===== config.mk =====
export PLATFORM = sky130hd
export DESIGN_NAME = card_deck_shuffler
export DESIGN_NICKNAME = d
export VERILOG_FILES = /design/src/hdl/cds_pkg.sv /design/src/hdl/card_deck_shuffler.sv /design/src/hdl/cds_serial_mod.sv
export VERILOG_INCLUDE_DIRS = /design/src /design/src/hdl
export SDC_FILE = /design/constraint.sdc
export NUM_CORES = 1
export LEC_CHECK = 0
export BUFFER_PORTS_ARGS = -buffer_cell sky130_fd_sc_hd__buf_2
export CAP_MARGIN = 15
export CELL_PAD_IN_SITES_DETAIL_PLACEMENT = 2
export CELL_PAD_IN_SITES_GLOBAL_PLACEMENT = 2
export CORE_UTILIZATION = 42
export DETAILED_ROUTE_END_ITERATION = 8
export HOLD_SLACK_MARGIN = 0.1
export PLACE_DENSITY = 0.82
export SYNTH_ARGS = -nofsm -noshare
export SYNTH_HDL_FRONTEND = slang
export SYNTH_SLANG_ARGS = --single-unit

===== constraint.sdc =====
create_clock -name clk -period 6.94 [get_ports clk]
set_clock_uncertainty 0.15 [all_clocks]
set_input_delay 0.347 -clock clk [delete_from_list [all_inputs] [get_ports clk]]
set_output_delay 0.347 -clock clk [all_outputs]
set_load 0.1 [all_outputs]

===== src/hdl/card_deck_shuffler_defines.svh =====
// Assertion macros shared by the card deck shuffler modules.
`ifndef CARD_DECK_SHUFFLER_DEFINES_SVH
`define CARD_DECK_SHUFFLER_DEFINES_SVH
`ifndef SYNTH
`define CDS_ASSERT(lbl, ck, rs, prop) \
  lbl: assert property (@(posedge ck) disable iff (rs) prop) \
    else $error("card deck shuffler assertion failed");
`define CDS_ASSERT_NEXT(lbl, ck, rs, ante, cons) \
  lbl: assert property (@(posedge ck) disable iff (rs) (ante) |=> (cons)) \
    else $error("card deck shuffler assertion failed");
`else
`define CDS_ASSERT(lbl, ck, rs, prop)
`define CDS_ASSERT_NEXT(lbl, ck, rs, ante, cons)
`endif
`endif


===== src/hdl/cds_pkg.sv =====
// Package with the types, constants and card decode function of the card deck shuffler.
`timescale 1ns / 1ps
package cds_pkg;

  localparam int RND_W     = 27;
  localparam int FUNC_W    = 2;
  localparam int VALUE_W   = 4;
  localparam int SUIT_W    = 3;
  localparam int LEFT_W    = 6;
  localparam int PASS_W    = 4;
  localparam int CARD_W    = 6;
  localparam int STEP_W    = 5;
  localparam int APB_W     = 32;
  localparam int PADDR_W   = 3;

  localparam logic [CARD_W-1:0]  RANKS       = 6'd13;
  localparam logic [VALUE_W-1:0] RANK_BASE   = 4'd2;
  localparam logic [SUIT_W-1:0]  SUIT_BASE   = 3'd1;
  localparam logic [PASS_W-1:0]  PASSES_RST  = 4'd10;
  localparam logic               REG_PASSES  = 1'b0;

  typedef enum logic [FUNC_W-1:0] {
    FUNC_ORDER   = 2'd0,
    FUNC_SHUFFLE = 2'd1,
    FUNC_DEAL    = 2'd2,
    FUNC_NOP     = 2'd3
  } func_t;

  typedef enum logic [2:0] {
    ST_IDLE,
    ST_DIVIDE,
    ST_READ,
    ST_WRITE_A,
    ST_WRITE_B,
    ST_DEAL_READ,
    ST_DEAL,
    ST_FINISH
  } state_t;

  function automatic logic [VALUE_W-1:0] rank_of(input logic [CARD_W-1:0] card);
    logic [CARD_W-1:0] r;
    r = card;
    for (int i = 0; i < 4; i++) begin
      if (r >= RANKS) begin
        r = r - RANKS;
      end
    end
    return VALUE_W'(r) + RANK_BASE;
  endfunction

endpackage


===== src/hdl/card_deck_shuffler.sv =====
// Top level of the card deck shuffler: deck memory, control sequencer and register port.
//
//   channel   handshake                       payload
//   command   start / busy                    func, random_word
//   result    done (one-cycle strobe)         card_valid, card_value, card_suit,
//                                             shuffle_done, cards_left
//   config    psel, penable, pwrite, pready   paddr, pwdata, prdata
//
// A shuffle step that swaps runs the bit-serial modulo, then a read of both cards, two
// writes through the single memory write port, and the result beat. A deal of a card
// passes through the registered memory read; every other command, including a shuffle
// step without a swap and a deal from an empty deck, goes straight to the finish state.
// After reset the deck is ordered at once, through per-entry valid bits.
// The result beat cannot be stalled; a new command may start in the cycle of done.
`timescale 1ns / 1ps
`include "card_deck_shuffler_defines.svh"
module card_deck_shuffler #(
  parameter int DECK_SIZE = 52
) (
  input  logic                        clk,
  input  logic                        rst,
  input  logic                        start,
  output logic                        busy,
  input  logic [cds_pkg::FUNC_W-1:0]  func,
  input  logic [cds_pkg::RND_W-1:0]   random_word,
  output logic                        done,
  output logic                        card_valid,
  output logic [cds_pkg::VALUE_W-1:0] card_value,
  output logic [cds_pkg::SUIT_W-1:0]  card_suit,
  output logic                        shuffle_done,
  output logic [cds_pkg::LEFT_W-1:0]  cards_left,
  input  logic                        psel,
  input  logic                        penable,
  input  logic                        pwrite,
  input  logic [cds_pkg::PADDR_W-1:0] paddr,
  input  logic [cds_pkg::APB_W-1:0]   pwdata,
  output logic [cds_pkg::APB_W-1:0]   prdata,
  output logic                        pready
);

  localparam int AW = (DECK_SIZE > 1) ? $clog2(DECK_SIZE) : 1;
  localparam int CW = $clog2(DECK_SIZE + 1);
  localparam logic [CW-1:0] DECK_N = CW'(DECK_SIZE);

  cds_pkg::state_t state, state_next;

  logic [cds_pkg::PASS_W-1:0] shuffle_passes;
  logic [cds_pkg::PASS_W-1:0] pass_count;
  logic [CW-1:0]              swap_pos;
  logic [CW-1:0]              dealt;
  logic [CW-1:0]              left;
  logic [CW-1:0]              top_pos;
  logic [CW-1:0]              swap_inc;
  logic [AW-1:0]              addr_a;
  logic [AW-1:0]              addr_b;
  logic [AW-1:0]              rd_a;
  logic [AW-1:0]              rd_b;
  logic                       vld_a;
  logic                       vld_b;
  logic [AW-1:0]              card_a;
  logic [AW-1:0]              card_b;
  logic [cds_pkg::CARD_W-1:0] card_wide;
  logic [DECK_SIZE-1:0]       filled;
  logic [AW-1:0]              mem [DECK_SIZE];
  logic                       accept;
  logic                       active;
  logic                       cfg_write;
  logic                       mod_load;
  logic                       mod_done;
  logic [CW-1:0]              mod_rem;
  cds_pkg::func_t             cmd;

  assign cmd       = cds_pkg::func_t'(func);
  assign busy      = (state != cds_pkg::ST_IDLE);
  assign accept    = start && !busy;
  assign left      = DECK_N - dealt;
  assign top_pos   = dealt + swap_pos;
  assign swap_inc  = swap_pos + CW'(1);
  assign active    = (pass_count < shuffle_passes);
  assign card_a    = vld_a ? rd_a : addr_a;
  assign card_b    = vld_b ? rd_b : addr_b;
  assign card_wide = cds_pkg::CARD_W'(card_a);

  assign pready    = 1'b1;
  assign cfg_write = psel && penable && pwrite && pready;
  assign prdata    = (paddr[2] == cds_pkg::REG_PASSES) ?
                     cds_pkg::APB_W'(shuffle_passes) : '0;

  cds_serial_mod #(
    .DIV_W(CW)
  ) u_mod (
    .clk       (clk),
    .rst       (rst),
    .load      (mod_load),
    .dividend  (random_word),
    .divisor   (left - swap_pos),
    .done      (mod_done),
    .remainder (mod_rem)
  );

  always_ff @(posedge clk) begin
    if (rst) begin
      state <= cds_pkg::ST_IDLE;
    end else begin
      state <= state_next;
    end
  end

  always_comb begin
    state_next = state;
    mod_load   = 1'b0;
    unique case (state)
      cds_pkg::ST_IDLE: begin
        if (accept) begin
          unique case (cmd)
            cds_pkg::FUNC_SHUFFLE: begin
              if (active && (swap_pos < left)) begin
                mod_load   = 1'b1;
                state_next = cds_pkg::ST_DIVIDE;
              end else begin
                state_next = cds_pkg::ST_FINISH;
              end
            end
            cds_pkg::FUNC_DEAL: begin
              if (dealt < DECK_N) begin
                state_next = cds_pkg::ST_DEAL_READ;
              end else begin
                state_next = cds_pkg::ST_FINISH;
              end
            end
            default: state_next = cds_pkg::ST_FINISH;
          endcase
        end
      end
      cds_pkg::ST_DIVIDE: begin
        if (mod_done) begin
          state_next = cds_pkg::ST_READ;
        end
      end
      cds_pkg::ST_READ:      state_next = cds_pkg::ST_WRITE_A;
      cds_pkg::ST_WRITE_A:   state_next = cds_pkg::ST_WRITE_B;
      cds_pkg::ST_WRITE_B:   state_next = cds_pkg::ST_FINISH;
      cds_pkg::ST_DEAL_READ: state_next = cds_pkg::ST_DEAL;
      cds_pkg::ST_DEAL:      state_next = cds_pkg::ST_FINISH;
      cds_pkg::ST_FINISH:    state_next = cds_pkg::ST_IDLE;
      default:               state_next = cds_pkg::ST_IDLE;
    endcase
  end

  always_ff @(posedge clk) begin
    if (rst) begin
      shuffle_passes <= cds_pkg::PASSES_RST;
      pass_count     <= '0;
      swap_pos       <= '0;
      dealt          <= '0;
      filled         <= '0;
      done           <= 1'b0;
    end else begin
      if (cfg_write && (paddr[2] == cds_pkg::REG_PASSES)) begin
        shuffle_passes <= pwdata[cds_pkg::PASS_W-1:0];
      end
      done <= (state == cds_pkg::ST_FINISH);
      unique case (state)
        cds_pkg::ST_IDLE: begin
          if (accept) begin
            card_valid <= 1'b0;
            card_value <= '0;
            card_suit  <= '0;
            if (cmd == cds_pkg::FUNC_DEAL) begin
              addr_a <= dealt[AW-1:0];
            end else begin
              addr_a <= top_pos[AW-1:0];
            end
            if (cmd == cds_pkg::FUNC_ORDER) begin
              filled     <= '0;
              swap_pos   <= '0;
              pass_count <= '0;
              dealt      <= '0;
            end else if ((cmd == cds_pkg::FUNC_SHUFFLE) && active && !(swap_pos < left)) begin
              swap_pos   <= '0;
              pass_count <= pass_count + cds_pkg::PASS_W'(1);
            end
          end
        end
        cds_pkg::ST_DIVIDE: begin
          if (mod_done) begin
            addr_b <= AW'(CW'(addr_a) + mod_rem);
          end
        end
        cds_pkg::ST_WRITE_A: begin
          filled[addr_a] <= 1'b1;
        end
        cds_pkg::ST_WRITE_B: begin
          filled[addr_b] <= 1'b1;
          if (swap_inc >= left) begin
            swap_pos   <= '0;
            pass_count <= pass_count + cds_pkg::PASS_W'(1);
          end else begin
            swap_pos <= swap_inc;
          end
        end
        cds_pkg::ST_DEAL: begin
          card_valid <= 1'b1;
          card_value <= cds_pkg::rank_of(card_wide);
          card_suit  <= cds_pkg::SUIT_W'(card_wide[1:0]) + cds_pkg::SUIT_BASE;
          dealt      <= dealt + CW'(1);
        end
        cds_pkg::ST_FINISH: begin
          shuffle_done <= (pass_count >= shuffle_passes);
          cards_left   <= cds_pkg::LEFT_W'(left);
        end
        default: ;
      endcase
    end
  end

  always_ff @(posedge clk) begin
    if ((state == cds_pkg::ST_READ) || (state == cds_pkg::ST_DEAL_READ)) begin
      rd_a  <= mem[addr_a];
      vld_a <= filled[addr_a];
    end
    if (state == cds_pkg::ST_READ) begin
      rd_b  <= mem[addr_b];
      vld_b <= filled[addr_b];
    end
    if (state == cds_pkg::ST_WRITE_A) begin
      mem[addr_a] <= card_b;
    end
    if (state == cds_pkg::ST_WRITE_B) begin
      mem[addr_b] <= card_a;
    end
  end

  `CDS_ASSERT(a_done_after_finish, clk, rst, done |-> $past(state) == cds_pkg::ST_FINISH)
  `CDS_ASSERT_NEXT(a_busy_after_accept, clk, rst, start && !busy, busy)
  `CDS_ASSERT(a_dealt_bound, clk, rst, dealt <= DECK_N)

endmodule


===== src/hdl/cds_serial_mod.sv =====
// Bit-serial restoring modulo of the random word by the remaining span.
`timescale 1ns / 1ps
`include "card_deck_shuffler_defines.svh"
module cds_serial_mod #(
  parameter int DIV_W = 6
) (
  input  logic                     clk,
  input  logic                     rst,
  input  logic                     load,
  input  logic [cds_pkg::RND_W-1:0] dividend,
  input  logic [DIV_W-1:0]         divisor,
  output logic                     done,
  output logic [DIV_W-1:0]         remainder
);

  logic [cds_pkg::RND_W-1:0]  shreg;
  logic [DIV_W-1:0]           dvsr;
  logic [cds_pkg::STEP_W-1:0] step;
  logic                       running;
  logic [DIV_W:0]             trial;

  assign trial = {remainder, shreg[cds_pkg::RND_W-1]};

  always_ff @(posedge clk) begin
    if (rst) begin
      running <= 1'b0;
      done    <= 1'b0;
    end else begin
      done <= 1'b0;
      if (load) begin
        shreg     <= dividend;
        dvsr      <= divisor;
        remainder <= '0;
        step      <= '0;
        running   <= 1'b1;
      end else if (running) begin
        shreg <= {shreg[cds_pkg::RND_W-2:0], 1'b0};
        if (trial >= {1'b0, dvsr}) begin
          remainder <= DIV_W'(trial - {1'b0, dvsr});
        end else begin
          remainder <= DIV_W'(trial);
        end
        step <= step + cds_pkg::STEP_W'(1);
        if (step == cds_pkg::STEP_W'(cds_pkg::RND_W - 1)) begin
          running <= 1'b0;
          done    <= 1'b1;
        end
      end
    end
  end

  `CDS_ASSERT(a_load_when_idle, clk, rst, load |-> !running)
  `CDS_ASSERT(a_divisor_nonzero, clk, rst, load |-> divisor != '0)
  `CDS_ASSERT(a_remainder_range, clk, rst, done |-> remainder < dvsr)

endmodule


## After elaboration in Yosys (flattened, before gate mapping)

Memory sizes are Yosys's and may differ from the RTL's. A register that Yosys moved wholly into a read port is not among the register bits.
Cells that the tools add are included.

- Output and inout port bits: 50
- Memory bits (writable): 312
- Memories kept: 1
- Bits in registers: 151

Memory list:

| name | words | bits a word | rd ports | clocked after Yosys merged registers in | wr ports | RTL line | RTL |
|---|---|---|---|---|---|---|---|
| mem | 52 | 6 | 2 | 2 | 1 | card_deck_shuffler.sv:64 | `logic [AW-1:0] mem [DECK_SIZE];` |

- Reductions and logical operators: 33
- Equality and inequality tests: 15
- Bitwise gates (word level): 5
- Add/sub/neg operators: 15
- $lt $le $gt $ge: 14
- Multiplexer cells: 72

Operator list:

| operator | count |
|---|---|
| case mux 52 bit (3 select lines) | 1 |
| two-way mux 6 bit | 22 |
| two-way mux 52 bit | 2 |
| bitwise OR 52 bit | 2 |
| two-way mux 27 bit | 2 |
| two-way mux 4 bit | 9 |
| >= comparator 6 x 4 -> 1 bit, second input constant | 4 |
| case mux 6 bit (2 select lines) | 2 |
| case mux 3 bit (7 select lines) | 1 |
| two-way mux 1 bit | 18 |
| AND reduction 3 bit | 6 |
| subtractor 6 x 4 -> 6 bit, second input constant | 3 |
| case mux 4 bit (2 select lines) | 2 |
| less-than comparator 6 x 7 -> 1 bit, second input constant | 2 |
| adder 6 x 1 -> 6 bit, second input constant | 2 |
| adder 6 bit | 2 |
| binary-select mux 1 bit (select 6 bit) | 2 |
| demux 1 bit (select 6 bit) | 2 |
| == test 3 bit, second input constant | 4 |
| >= comparator 6 x 1 -> 1 bit, second input constant | 2 |
| two-way mux 3 bit | 4 |
| case mux 3 bit (2 select lines) | 2 |
| subtractor 6 bit | 2 |
| logical AND 1 bit | 9 |
| 35 further kinds | 47 |

## Longest topological paths before layout

- Word-level depth: 19
- Depth in mapped cells: 25
- Mapped depth without buffers: 22

## Modules after synthesis

From an unflattened synthesis, not the netlist that was laid out.

- Cells, all modules: 1958
- Area, all modules: 23234.8 um^2

Modules (own cells, without submodules):

| module | cells each | times used | area each (um^2) |
|---|---|---|---|
| card_deck_shuffler | 1806 | 1 | 21035.2 |
| cds_serial_mod | 152 | 1 | 2199.6 |

## Least setup slack after synthesis

No wires, ideal clock.

- Path type: register -> register
- Start: register vld_a
- End: register card_value[3] in the netlist's numbering, data pin
- Buffers on the path: 2
- Cell stages (with the launch flop): 23
- Path slack: 1.924 ns
- Period minus slack after synthesis: 5.016 ns
- Arrival time: 4.716 ns
- Required time: 6.639 ns
- Path through: edfxtp_1 > buf_6 > buf_6 > mux2i_2 > inv_2 > ha_1 > o21ai_1 > a21oi_1 > a311oi_1 > nand2_1 > o311ai_1 > inv_1 > ha_1 > nor2b_1 > nor4b_1 > o32a_1 > a211oi_2 > nor2_1 > xnor2_1 > ha_1 > xnor2_1 > or4_1 > a21oi_1

- Longest elaborated chain between the ends: 19
- Elaborated cells on any way between the ends: 23
- Classes of those cells: add/sub: 5; order compare: 4; mux: 14

RTL lines:

| item | RTL line | RTL |
|---|---|---|
| start, declared | card_deck_shuffler.sv:58 | `logic vld_a;` |
| start signal, assigned | card_deck_shuffler.sv:220 | `vld_a <= filled[addr_a];` |
| two-way mux 6 bit (*) | card_deck_shuffler.sv:80 | `assign card_a = vld_a ? rd_a : addr_a;` |
| subtractor 6 x 4 -> 6 bit / >= comparator 6 x 4 -> 1 bit (equally long branches) | cds_pkg.sv:45, cds_pkg.sv:44 |  |
| two-way mux 6 bit (*) | cds_pkg.sv:44 | `if (r >= RANKS) begin` |
| two-way mux 6 bit (*) | card_deck_shuffler.sv:163 | `unique case (state)` |
| two-way mux 6 bit (*) | card_deck_shuffler.sv:151 | `if (rst) begin` |
| subtractor 6 x 4 -> 6 bit / >= comparator 6 x 4 -> 1 bit (equally long branches) | cds_pkg.sv:45, cds_pkg.sv:44 |  |
| two-way mux 6 bit (*) | cds_pkg.sv:44 |  |
| two-way mux 6 bit (*) | card_deck_shuffler.sv:163 |  |
| [... 3 more ...] | -- |  |
| two-way mux 6 bit (*) | card_deck_shuffler.sv:163 |  |
| two-way mux 6 bit (*) | card_deck_shuffler.sv:151 |  |
| >= comparator 6 x 4 -> 1 bit / subtractor 4 bit (equally long branches) | cds_pkg.sv:44, cds_pkg.sv:45 |  |
| two-way mux 4 bit (*) | cds_pkg.sv:44 |  |
| two-way mux 4 bit (*) | card_deck_shuffler.sv:163 |  |
| two-way mux 4 bit (*) | card_deck_shuffler.sv:151 |  |
| adder 4 x 2 -> 4 bit (*) | cds_pkg.sv:48 | `return VALUE_W'(r) + RANK_BASE;` |
| case mux 4 bit (2 select lines) (*) | card_deck_shuffler.sv:163 |  |
| end signal, assigned | card_deck_shuffler.sv:204 | `card_value <= cds_pkg::rank_of(card_wide);` |
| end, declared | card_deck_shuffler.sv:28 | `output logic [cds_pkg::VALUE_W-1:0] card_value,` |

Every way passes the cells marked *; elsewhere a longest branch is shown, timed or not. The select of a mux whose other input is x is not followed.
A chain may end at the register's enable or synchronous reset.

## Worst setup path after layout

Same ends and word-level chain as after synthesis.

==> metrics.md <==
| Metric | Value |
|---|---|
| RePlAce Congestion | 0.8261 |
| Initial DRC count | between 2000 and 2500 |
| Initial antenna violation count | 4 |
| Relative slew slack | 0.1916 |
| CP arrival | 6.50 ns |
| Grt ovf | 0 |
| Fin Setup TNS | 0 ns |
| Net Sw Power | approximately 2.3 mW |
| Die W | 235.1 um |
| # IOs | 120 |
| Most used cell, CP | ha_1 |
| Post-Syn Instances | 1911 |
| Pwr dens | 289.3 nW/um2 |
| Worst hold slack | 0.2136 ns |
| Max-Cap Viols | 0 |
| Min-Delay Path Class | input port to flip-flop |
| Final net count | ~2100 |
| Internal power | 5.204 mW |
| Pre-CTS WS | about 0.8 ns |
| Post-CTS setup buffers | 0 |
| R2R depth | 19 |
| RSZ-0062 raised after global routing | false |
| CP peak stage delay | 0.84 ns |
| Hpwl dp | 54880 um |
| Largest net degree at the start of global routing | 53 |
| Setup violations, final | 0 |
| CTS Buf Count | 52 |
| Min setup slack post-route | ~0.73 ns |
| Leakage power | between 8 and 9 nW |
| Worst Setup End Kind | flip-flop |
| Site row count | 85 |
| Status | finished clean |
| Critical path data required time | 7.23 ns |
| Clock power frac | 0.379 |
| Top cell type's share of synthesized area | 0.5225 |
| Leading post-synthesis cells by cell area | edfxtp_1 (52%), a22oi_1 (7.9%), dfxtp_1 (6.8%) |
| Post-synth EDFFs | between 300 and 400 |
| Share of layout cells above drive strength 1 | 0.1296 |
| Via count | 18830 |
| # resized after CTS | 0 |
| Worst vdd ir | 0.1929 mV |
| Worst Max-Slew Pin Slew | 1.208 ns |
| Core area | approximately 54000 um2 |
| Final hold violation count | 0 |
| Initial Utilization | 0.4248 |
| Mapped Area | 22820 um2 |
| Total track usage | 0.3348 |
| Final Slew Violations | 0 |
| Instance count on the critical path | 19 |
| First-pass GRT wire length | 137500 um |
| Sink Count | 475 |
| Crit-path leading delay family | compound AO/OA/AOI/OAI gates |
| Max Root-Sink Buffers | 3 |
| Post-synth top cells | edfxtp_1 (397), a22oi_1 (240), nor2_1 (211), clkbuf_1 (114), a21oi_1 (106) |
| Hold Buf Count CTS | 36 |
| Cell taking the most area after synthesis | edfxtp_1 |
| Utilization after layout | 0.4825 |
| Top_reg_cell synth | edfxtp_1 |
| CTS tree | yes |
| Ys Warns | 0 |
| Die area | 55260 um2 |
| Yosys cell types | 78 |
| Startpoint Class | flip-flop |
| Async SR Flop Fraction | 0 |
| Vias per Instance | between 6 and 7 |
| Register clock-pin slew on the reported worst setup and hold paths | roughly 0.060 ns |
| Pre-Repair DR Iteration Count | 5 |
| Sequential fraction of the synthesis area | 0.5909 |
| Worst Hold Path Cells | 3 |
| Syn avg cell area | 11.94 um2 |
| Power Total | ~7.5 mW |
| Chip height | 235.1 um |
| Syn-to-layout area delta | 13.58% |
| Wire per inst | 34.62 um |
| Worst-Skew Late Latency | 0.63 ns |
| H-tree level count | 2 |
| Port bufs | 60 |
| Fmax | between 150 and 200 MHz |
| CP max stage cell | a311oi_1 |
| Fin crit share | 0.8951 |
| Sequential share of power | 0.445 |
| Critical path type | flip-flop to flip-flop |
| Root Buffer | clkbuf_16 |
| Number of global-route vias before repair | 20380 |
| DRC | 0 |
| WL final | 93900 um |
| Min Tclk post-route | 6.212 ns |
| Most frequent cell after synthesis | edfxtp_1 |
| Worst path cell trace | mux2i_2, inv_2, ha_1, o21ai_1, a21oi_1, a311oi_1, nand2_1, o311ai_1, inv_1, ha_1, nor2b_1, nor4b_1, o32a_1, a211oi_2, mux2i_1, ha_1, xnor2_1, or4_1, a21oi_1 |
| Gate power share | 0.176 |
| Antenna-violating nets left | 0 |
| CP Buf/Inv Count | 2 |
| Sw Share | 0.3059 |
| Crit path max fanout | 18 |
| Flops & latches, synth | 475 |
==> tightest hold or removal path, cell delays in order <==
cell	delay, ns
buf_2	0.10
nand4b_1	0.31
a211o_1	0.19
==> power groups by stage <==
stage          Sequential (mW)  Combinational [mW]  Clock (mW)
2_1_floorplan             3.40               0.816           0
3_3_place_gp              3.38                1.16           0
3_5_place_dp              3.39                1.24           0
4_1_cts                   3.33                1.28        2.83
5_1_grt                   3.34                1.38        2.94
6_report                  3.33                1.32        2.84
==> cells in the final DEF (no fill, tap or decap), drive strengths merged, types with 8 or more instances in the layout <==
cell type / n
a311oi: 11
a221oi: 54
o211ai: 18
clkbuf: 66
mux2: 29
edfxtp: 397
dlygate4sd3: 36
nand3: 22
o21ai: 55
a22o: 54
mux4: 12
clkinv: 21
inv: 58
a21o: 10
xor2: 18
nand2: 65
nor3: 14
ha: 47
nor2: 211
and2: 9
a31oi: 9
dfxtp: 78
nand4: 64
a22oi: 240
mux2i: 16
nand2b: 10
buf: 101
o21a: 8
nor2b: 18
xnor2: 21
conb: 29
a21oi: 107
==> sequential cells by signal (all words and copies together), names as in the netlist, 3 cells and up <==
signal           cells
dealt                6
pass_count           4
rd_b                 6
cards_left           6
card_value           4
u_mod.step           5
card_suit            3
u_mod.shreg         27
addr_a               6
state                3
shuffle_passes       4
rd_a                 6
u_mod.remainder      6
swap_pos             6
mem                312
addr_b               6
filled              52
u_mod.dvsr           6
==> metal layers <==
layer	global-route usage	up-vias	part of all wire
li1	-	7582	-
met1	0.4138	9546	0.38
met2	0.5390	1286	0.47
met3	0.07425	412	0.094
met4	0.1980	4	0.061
met5	0	-	0.00026
==> path summary, 6_finish.rpt <==
check                                                     from  slack [ns]                        endpoint
worst min register to register  shuffle_passes[1]$_SDFFE_PP1P_        0.36  shuffle_passes[1]$_SDFFE_PP1P_
worst max register to register                 vld_a$_DFFE_PP_        0.73     card_value[3]$_SDFFCE_PN0P_
worst max-delay path                           vld_a$_DFFE_PP_        0.73     card_value[3]$_SDFFCE_PN0P_
worst min-delay path                                    pwrite        0.21  shuffle_passes[1]$_SDFFE_PP1P_
==> cell type report <==
class,count,area (um2)
well taps,696,870.8
clock buffers,66,1426
flip-flops and latches,475,13480
inverters,57,214.0
multi-input cells,1248,8655
repair buffers,137,993.5
diodes,2,5.005
clock inverters,31,267.8
fillers,5114,27790
==> stage by stage <==
stage / cell area (um2) / std cells
after floorplan: 22920 / 1938
after global placement: 23820 / 2575
after detailed placement: 23840 / 2576
after CTS: 25890 / 2709
after global routing: 25910 / 2711
final: 25910 / 2712
==> kinds of logic after synthesis <==
| group | Yosys count | share of synthesized area |
|---|---|---|
| XOR/XNOR | 39 | 0.01497 |
| adder cells (fa/ha/maj) | 51 | 0.02928 |
| other | 2 | 0.0003291 |
| flip-flops | 475 | 0.5909 |
| multiplexers | 57 | 0.03367 |
| buffers and inverters | 215 | 0.04129 |
| AO/OA/AOI/OAI | 628 | 0.1983 |
| AND/OR/NAND/NOR | 444 | 0.09125 |
(Power assumes the default switching activity.)
